===== config.mk =====
export PLATFORM = sky130hd
export DESIGN_NAME = e2q_cell
export DESIGN_NICKNAME = d
export VERILOG_FILES = /design/src/rtl/e2q_pkg.sv /design/src/rtl/e2q_cell.sv
export SDC_FILE = /design/constraint.sdc
export NUM_CORES = 2
export LEC_CHECK = 0
export BUFFER_PORTS_ARGS = -buffer_cell sky130_fd_sc_hd__buf_2
export CELL_PAD_IN_SITES_DETAIL_PLACEMENT = 0
export CELL_PAD_IN_SITES_GLOBAL_PLACEMENT = 1
export CORE_UTILIZATION = 35
export DETAILED_ROUTE_END_ITERATION = 16
export GPL_TIMING_DRIVEN = 0
export PLACE_DENSITY_LB_ADDON = 0.1
export REMOVE_ABC_BUFFERS = 1
export SYNTH_ARGS = -nofsm -noshare
export SYNTH_HDL_FRONTEND = slang
export SYNTH_SLANG_ARGS = --single-unit

===== constraint.sdc =====
create_clock -name clk -period 0.8 [get_ports clk]
set_input_delay 0.12 -clock clk [delete_from_list [all_inputs] [get_ports clk]]
set_output_delay 0.12 -clock clk [all_outputs]
set_load 0.01 [all_outputs]

===== src/rtl/e2q_pkg.sv =====
// Package for the Euler-to-quaternion unit: widths, CORDIC constants,
// arctangent table and rotation-order sign table. No dependencies.
package e2q_pkg;

    localparam int ANGLE_BITS  = 16;
    localparam int RESULT_BITS = 16;
    localparam int TRIG_STEPS  = 14;
    localparam int QF          = 30;
    localparam int FA          = ANGLE_BITS - 3;
    localparam int FR          = RESULT_BITS - 2;
    localparam int WB          = 34;

    typedef logic signed [WB-1:0] q_t;

    localparam q_t CORDIC_GAIN = 34'sh026DD3B6A;
    localparam q_t HALF_PI     = 34'sh06487ED51;
    localparam q_t PI_Q        = 34'sh0C90FDAA2;

    typedef enum logic [2:0] {
        ORD_XYZ = 3'd0, ORD_YXZ = 3'd1, ORD_ZXY = 3'd2,
        ORD_ZYX = 3'd3, ORD_YZX = 3'd4, ORD_XZY = 3'd5
    } order_t;

    typedef struct packed {
        q_t x;
        q_t y;
        q_t z;
    } cordic_t;

    function automatic q_t atan_val(input int i);
        logic [31:0] tab [30];
        tab = '{32'h3243F6A8, 32'h1DAC6705, 32'h0FADBAFC, 32'h07F56EA6,
                32'h03FEAB76, 32'h01FFD55B, 32'h00FFFAAA, 32'h007FFF55,
                32'h003FFFEA, 32'h001FFFFD, 32'h000FFFFF, 32'h0007FFFF,
                32'h0003FFFF, 32'h0001FFFF, 32'h0000FFFF, 32'h00007FFF,
                32'h00003FFF, 32'h00001FFF, 32'h00000FFF, 32'h000007FF,
                32'h000003FF, 32'h000001FF, 32'h000000FF, 32'h0000007F,
                32'h0000003F, 32'h0000001F, 32'h0000000F, 32'h00000008,
                32'h00000004, 32'h00000002};
        return q_t'({2'b00, tab[i]});
    endfunction

    // sign bit set means subtract the second product; order x, y, z, w
    function automatic logic [3:0] order_neg(input logic [2:0] ord);
        logic [3:0] r;
        case (ord)
            ORD_YXZ: r = 4'b0110;
            ORD_ZXY: r = 4'b1001;
            ORD_ZYX: r = 4'b1010;
            ORD_YZX: r = 4'b0011;
            ORD_XZY: r = 4'b1100;
            default: r = 4'b0101;
        endcase
        return r;
    endfunction

endpackage


===== src/rtl/e2q_cell.sv =====
// One CORDIC rotation cell for three angles: a fixed step index, one register stage.
// Depends on e2q_pkg.
module e2q_cell
    import e2q_pkg::*;
(
    input  logic         clk,
    input  logic         rst_n,
    input  logic [4:0]   step,
    input  logic         vld_in,
    input  cordic_t      d_in  [3],
    input  logic [2:0]   neg_in,
    input  logic [2:0]   ord_in,
    output logic         vld_out,
    output cordic_t      d_out [3],
    output logic [2:0]   neg_out,
    output logic [2:0]   ord_out
);
    cordic_t d_next [3];
    cordic_t d_reg  [3];
    logic    vld_reg;
    logic [2:0] neg_reg;
    logic [2:0] ord_reg;
    q_t      at;

    assign at = atan_val(int'(step));

    always_comb
    begin
        for (int k = 0; k < 3; k++)
        begin
            if (!d_in[k].z[WB-1])
            begin
                d_next[k].x = d_in[k].x - (d_in[k].y >>> step);
                d_next[k].y = d_in[k].y + (d_in[k].x >>> step);
                d_next[k].z = d_in[k].z - at;
            end
            else
            begin
                d_next[k].x = d_in[k].x + (d_in[k].y >>> step);
                d_next[k].y = d_in[k].y - (d_in[k].x >>> step);
                d_next[k].z = d_in[k].z + at;
            end
        end
    end

    always_ff @(posedge clk or negedge rst_n)
    begin
        if (!rst_n)
            vld_reg <= 1'b0;
        else
            vld_reg <= vld_in;
    end

    always_ff @(posedge clk)
    begin
        d_reg   <= d_next;
        neg_reg <= neg_in;
        ord_reg <= ord_in;
    end

    assign vld_out = vld_reg;
    assign d_out   = d_reg;
    assign neg_out = neg_reg;
    assign ord_out = ord_reg;
endmodule


Word level (Yosys, flattened, before mapping)
Memories as Yosys holds them, arrays and structs flattened.
Cells that the tools add are included.
{"block": "totals", "register_bits": 313, "latchBits": 0, "mem_bits_rw": 0, "mem_bits_ro": 1024, "input_bits": 320, "out_inout_bits": 313, "word_cells": 44, "n_memories": 1}
{"memory": "(name not given)", "depth": 32, "width": 32, "rd": 1, "rd_ports_with_merged_regs": 0, "write_ports": 0, "line_no": "e2q_pkg.sv:40", "text": "return q_t'({2'b00, tab[i]});"}
{"block": "classes", "addsub": 18, "mul": 0, "n_div": 0, "order_cmp": 1, "eq_ne": 0, "shifts": 6, "mux": 5, "bitwise": 1, "reduce_logical": 0}
{"cell": "two-way mux 102 bit", "n": 3}
{"cell": "adder 34 bit", "n": 6}
{"cell": ">>> shifter 34 x 5 -> 34 bit", "n": 6}
{"cell": "subtractor 34 bit", "n": 6}
{"cell": "adder 34 x 33 -> 34 bit", "n": 3}
{"cell": "subtractor 34 x 33 -> 34 bit", "n": 3}
{"cell": "two-way mux 32 bit", "n": 2}
{"cell": "greater-or-equal comparator 32 x 6 -> 1 bit, second input constant", "n": 1}
{"cell": "NOT 5 -> 32 bit", "n": 1}

Longest topological paths before layout
{"block": "depth", "depth_word": 6, "depth_mapped": 32, "mapped_depth_nobuf": 24}

Worst setup path before layout
No wires, ideal clock.
{"block": "synth_timing", "path_type": "input to register", "start": "in step[1]", "end": "reg d_reg, in the netlist d_out[31]", "setup_time_ns": 0.072, "t_arrival_ns": 6.137, "required_ns": 0.728, "slack_ns": -5.409, "stages": 29, "path_buffers": 6, "path_cell_list": "inv_2 buf_2 buf_2 clkbuf_1 clkbuf_1 clkbuf_1 ha_1 inv_1 nor2_1 a21oi_1 o22ai_1 and3_1 and3_1 clkbuf_1 nand4_1 inv_1 nor2_1 mux2_2 ha_1 and4_1 nand4_1 inv_1 nand3_1 a221oi_1 o311ai_0 a31o_2 o21a_1 o21ai_0 xor2_1"}
{"item": "start, declared", "line_no": "e2q_cell.sv:8", "text": "input logic [4:0] step,"}
{"item": "end signal, assigned", "line_no": "e2q_cell.sv:56", "text": "d_reg <= d_next;"}
{"item": "end, declared", "line_no": "e2q_cell.sv:19", "text": "cordic_t d_reg [3];"}

==> results by group <==
Power and ir drop
  – Combinational cell fraction of total power: 60.4%
  – Switch Pwr: 48.00 mW
  – Int Power: 63.48 mW
  – Maximum resistive drop on vdd: 1788 uV
  – Pleak: 23.09 nW
  – Clock Power Share: 18.0%
  – Total power per unit cell area: 2024 nW/um^2
  – Sw Share: 43.06%
  – Sequential share of power: 21.6%

Cells and area
  – Share of final-layout standard cells stronger than drive strength 1: 39.96%
  – Post-layout util: 48.95%
  – Synthesis-to-layout area growth: 38.72%
  – Area of the multi-input gates: 35840 um^2
  – Final cell count without fillers: 7155
  – Layout Nets: 6246
  – Area taken by flip-flops and latches: 6271 um^2
  – # fillers: 10956

Placement
  – Final weighted congestion in routability-driven placement: 0.9372
  – Count of buffers inserted at the top-level ports: 632
  – Half-perimeter wire length after detailed placement: 140.6 mm
  – DP Cell Count: 6569

Routing
  – Met3 wire length: 21.68 mm
  – DRC violation count after routing: 0
  – Via/cell ratio: 6.130
  – Routed wire length per instance: 28.33 um
  – Topmost layer with routed signal wires: met5
  – Via count of the routed design: 43857
  – Number of DRC markers in iteration 0: 4660
  – DRT met1 WL: 82.75 mm
  – Routed met2 length: 88.18 mm
  – Total wirelength of the detailed-routed design: 202.7 mm
  – DR pass1 iterations: 6
  – Residual antenna-violating net count after detailed routing: 0

Clocking
  – CTS tree: yes
  – Hold-fix buffers, CTS: 10
  – Inserted Clock Buffers: 41
  – Clock sink count: 313
  – Clock root buffer: clkbuf_16
  – Clock-pin transition on the worst setup and hold timing paths: 0.06 ns
  – H-Tree Level Count: 2
  – Buffer depth of the longest clock path: 3

Synth
  – Adder-cell share of the synthesized area: 10.29%
  – Synth Warn #: 0
  – Post-synth EDFFs: 0
  – Area share of xor/xnor cells in the synthesized design: 10.62%
  – Portion of the post-synthesis area used by sequential elements: 15.80%
  – Unique masters post-synth: 113
  – Mux share of post-synthesis cell area: 19.96%
  – Dominant cell type by area after synthesis: dfxtp_1
  – Share of synthesized flip-flops with an asynchronous set or reset: 0.3195%
  – Top cell type's share of synthesized area: 15.73%
  – Most used flip-flop cell after synthesis: dfxtp_1
  – Cell types with the largest area share after synthesis: dfxtp_1 16%, mux4_2 14%, ha_1 9.8%, xnor2_1 7.6%, a21oi_1 5.1%
  – Post-Synthesis Mean Instance Area: 8.525 um^2
  – Area share of and/or/nand/nor cells after synthesis: 15.50%
  – Synth Area in Compound Gates: 23.33%
  – Largest family of logic cells by synthesized area: compound AO/OA/AOI/OAI gates
  – Number of cells produced by synthesis: 4657
  – Number of storage elements in the synthesis netlist: 313
  – Post-synthesis instance area: 39700 um^2

Timing
  – Hold violation total from the final report: 106
  – Final setup violation count: 619
  – RSZ-0062 raised after global routing: yes
  – Worst hold margin: -0.2891 ns
  – Achievable clock frequency: 201.1 MHz
  – Crit path time final: 4.972 ns
  – Final worst setup slack: -4.172 ns
  – Tightest slew margin relative to the limit: 19.28%
  – Transition time at the pin with the least slew margin: 1.204 ns
  – Fraction of the cycle the final worst path needs: 621.5%
  – Max-slew violation count: 0

Floorplan
  – Number of placement rows: 123
  – Die outline area: 114800 um^2
  – Starting density of the core: 35.29%
  – Std-Cell Core Area: 112500 um^2
  – Horizontal die dimension: 338.8 um
  – Die span in y: 338.8 um
  – I/O pin total: 633

Worst setup path
  – Data required time of the critical path: 1.37 ns
  – Worst Setup Path Type: input pin to flop
  – Critical Path Fanout Max: 6
  – Capturing element type of the critical path: flop
  – Kind of start point of the critical path: input pin
  – Signal arrival time at the worst endpoint: 5.54 ns

Global route
  – Total routing resource utilization after global routing: 33.12%
  – Overflow left after global routing: 0
  – Maximum number of pins on one net before global-route repair: 79
  – Vias in the first global route: 41266
  – Wire length of the first global-routing pass: 284.1 mm
  – Antenna violations before repair: 32

Flow run
  – Count of max-cap constraint violations: 0

Min path
  – Min-Delay Path Class: input pin to flop

Outcome
  – Outcome: finished, violations left
  – Violated checks: hold timing, setup timing
==> through the flow <==
stage	total power [mW]	hold WS [ns]	cell area (um^2)	setup TNS [ns]	setup slack, ns
floorplan	57.03	-0.1756	38370	-1421.49	-6.429
global placement	78.46	-0.1057	43410	-4256.23	-16.21
detailed placement	77.88	-0.1046	44150	-1604.34	-7.195
CTS	105.4	-0.3346	51290	-1018.44	-3.993
global route	117.7	-0.3041	55050	-1093.21	-4.280
finish	111.5	-0.2891	55070	-1046.00	-4.172
==> cells by family (layout without fill, tap and decap cells) <==
logic type,Yosys count,count (layout)
adder cells (fa/ha/maj),321,321
buffers and inverters,373,1352
AND/OR/NAND/NOR,1269,1269
AO/OA/AOI/OAI,1424,1424
multiplexers,477,477
other,0,19
flip-flops,313,313
XOR/XNOR,480,480
==> final timing paths <==
path / slack (ns) / end / startpoint / depth (start not counted)
setup / recovery: -4.17 / d_out[101] / step[0] / 26
max in group asynchronous: 0.36 / vld_out / rst_n / 3
hold / removal: -0.29 / d_out[272] / d_in[272] / 2
min in group asynchronous: 0.33 / vld_out / rst_n / 3
==> layout by cell type, fill, tap and decap left out, types with 31 or more instances in the layout <==
| cell | n |
|---|---|
| o21ai_1 | 44 |
| buf_4 | 372 |
| mux2i_1 | 117 |
| a211oi_2 | 31 |
| clkbuf_16 | 44 |
| nor3_1 | 59 |
| buf_16 | 33 |
| inv_1 | 109 |
| o21ai_2 | 49 |
| a21oi_2 | 85 |
| a21oi_1 | 316 |
| o21a_1 | 68 |
| ha_2 | 35 |
| nand2b_1 | 49 |
| buf_6 | 58 |
| xor2_1 | 127 |
| nand3_1 | 59 |
| a31oi_1 | 59 |
| nor2_1 | 324 |
| o21ai_0 | 177 |
| dfxtp_1 | 312 |
| mux4_2 | 242 |
| buf_2 | 624 |
| ha_1 | 249 |
| o21bai_1 | 44 |
| a21o_1 | 112 |
| mux2_2 | 59 |
| and3_1 | 37 |
| nor2b_1 | 32 |
| xnor2_1 | 324 |
| o211ai_1 | 51 |
| nand2_1 | 367 |
==> power groups by stage <==
stage,sequential [mW],clock [mW],combinational (mW)
2_1_floorplan,27.6,0,29.4
3_3_place_gp,24.4,0,54.1
3_5_place_dp,24.4,0,53.4
4_1_cts,24.2,20.8,60.4
5_1_grt,24.7,21.4,71.7
6_report,24.1,20.1,67.3
==> repair_timing <==
| action | in CTS | in global routing |
|---|---|---|
| cloned | 46 | 4 |
| setup endpoints to repair | 619 | 619 |
| setup buffers | 232 | 214 |
| resized for setup | 554 | 482 |
| pin swaps | 218 | 320 |
| hold endpoints to repair | 152 | 108 |
==> sequential cells by signal, summed over array words and instances, names as in the netlist <==
| register | cells |
|---|---|
| vld_out | 1 |
| ord_out | 3 |
| d_out | 306 |
| neg_out | 3 |
==> worst max-delay path: stages <==
cell and delay [ns]:
buf_16 0.13, buf_16 0.16, buf_16 0.14, mux4_2 0.54, mux2_4 0.33, and2_4 0.20
o31ai_4 0.30, ha_4 0.22, nand3_4 0.10, nor4_4 0.36, buf_4 0.18, and4_1 0.20
nor2_1 0.05, nor2_1 0.13, o31ai_2 0.10, ha_1 0.34, a21o_1 0.17, a21o_1 0.16
a21oi_2 0.18, o31ai_4 0.11, o31a_1 0.38, o21a_1 0.24, o21ai_2 0.20, a211oi_2 0.13
a211oi_2 0.21, xnor2_1 0.17
==> cell type report <==
type	count	share of cell area, %
flip-flops and latches	313	11.39
well taps	1500	3.408
clock buffers	54	2.061
diodes	19	0.08633
clock inverters	20	0.5680
repair buffers	1153	16.36
inverters	123	1.006
repair inverters	2	0.03635
multi-input cells	3971	65.08
==> routing by layer <==
metal	GRT usage [%]	up-vias
li1	-	19497
met4	13.00	16
met5	0	-
met2	51.11	2509
met3	9.674	557
met1	43.25	21278
==> Yosys cell counts (12+ instances only) <==
master / count
buf_1: 45
nor3b_1: 12
nand2_1: 399
o211ai_1: 51
inv_1: 117
a21oi_1: 408
o21ai_0: 271
o31ai_1: 24
and2_1: 42
a21boi_0: 21
xor2_1: 134
xnor2_1: 345
nand4_1: 12
ha_1: 312
a21o_1: 112
nand2b_1: 55
buf_6: 25
clkbuf_1: 99
dfxtp_1: 312
nor2_1: 375
o221ai_1: 14
nor2b_1: 41
nor3_1: 71
or3_1: 22
nor4_1: 15
mux2_2: 73
o21a_1: 70
a211oi_1: 53
buf_2: 67
o21bai_1: 45
nand3_1: 79
a211o_1: 15
or2_2: 21
a221oi_1: 25
mux2i_1: 156
o22ai_1: 31
a31oi_1: 84
mux4_2: 242
a22o_1: 15
and3_1: 52
a22oi_1: 27
(Power assumes the default switching activity.)
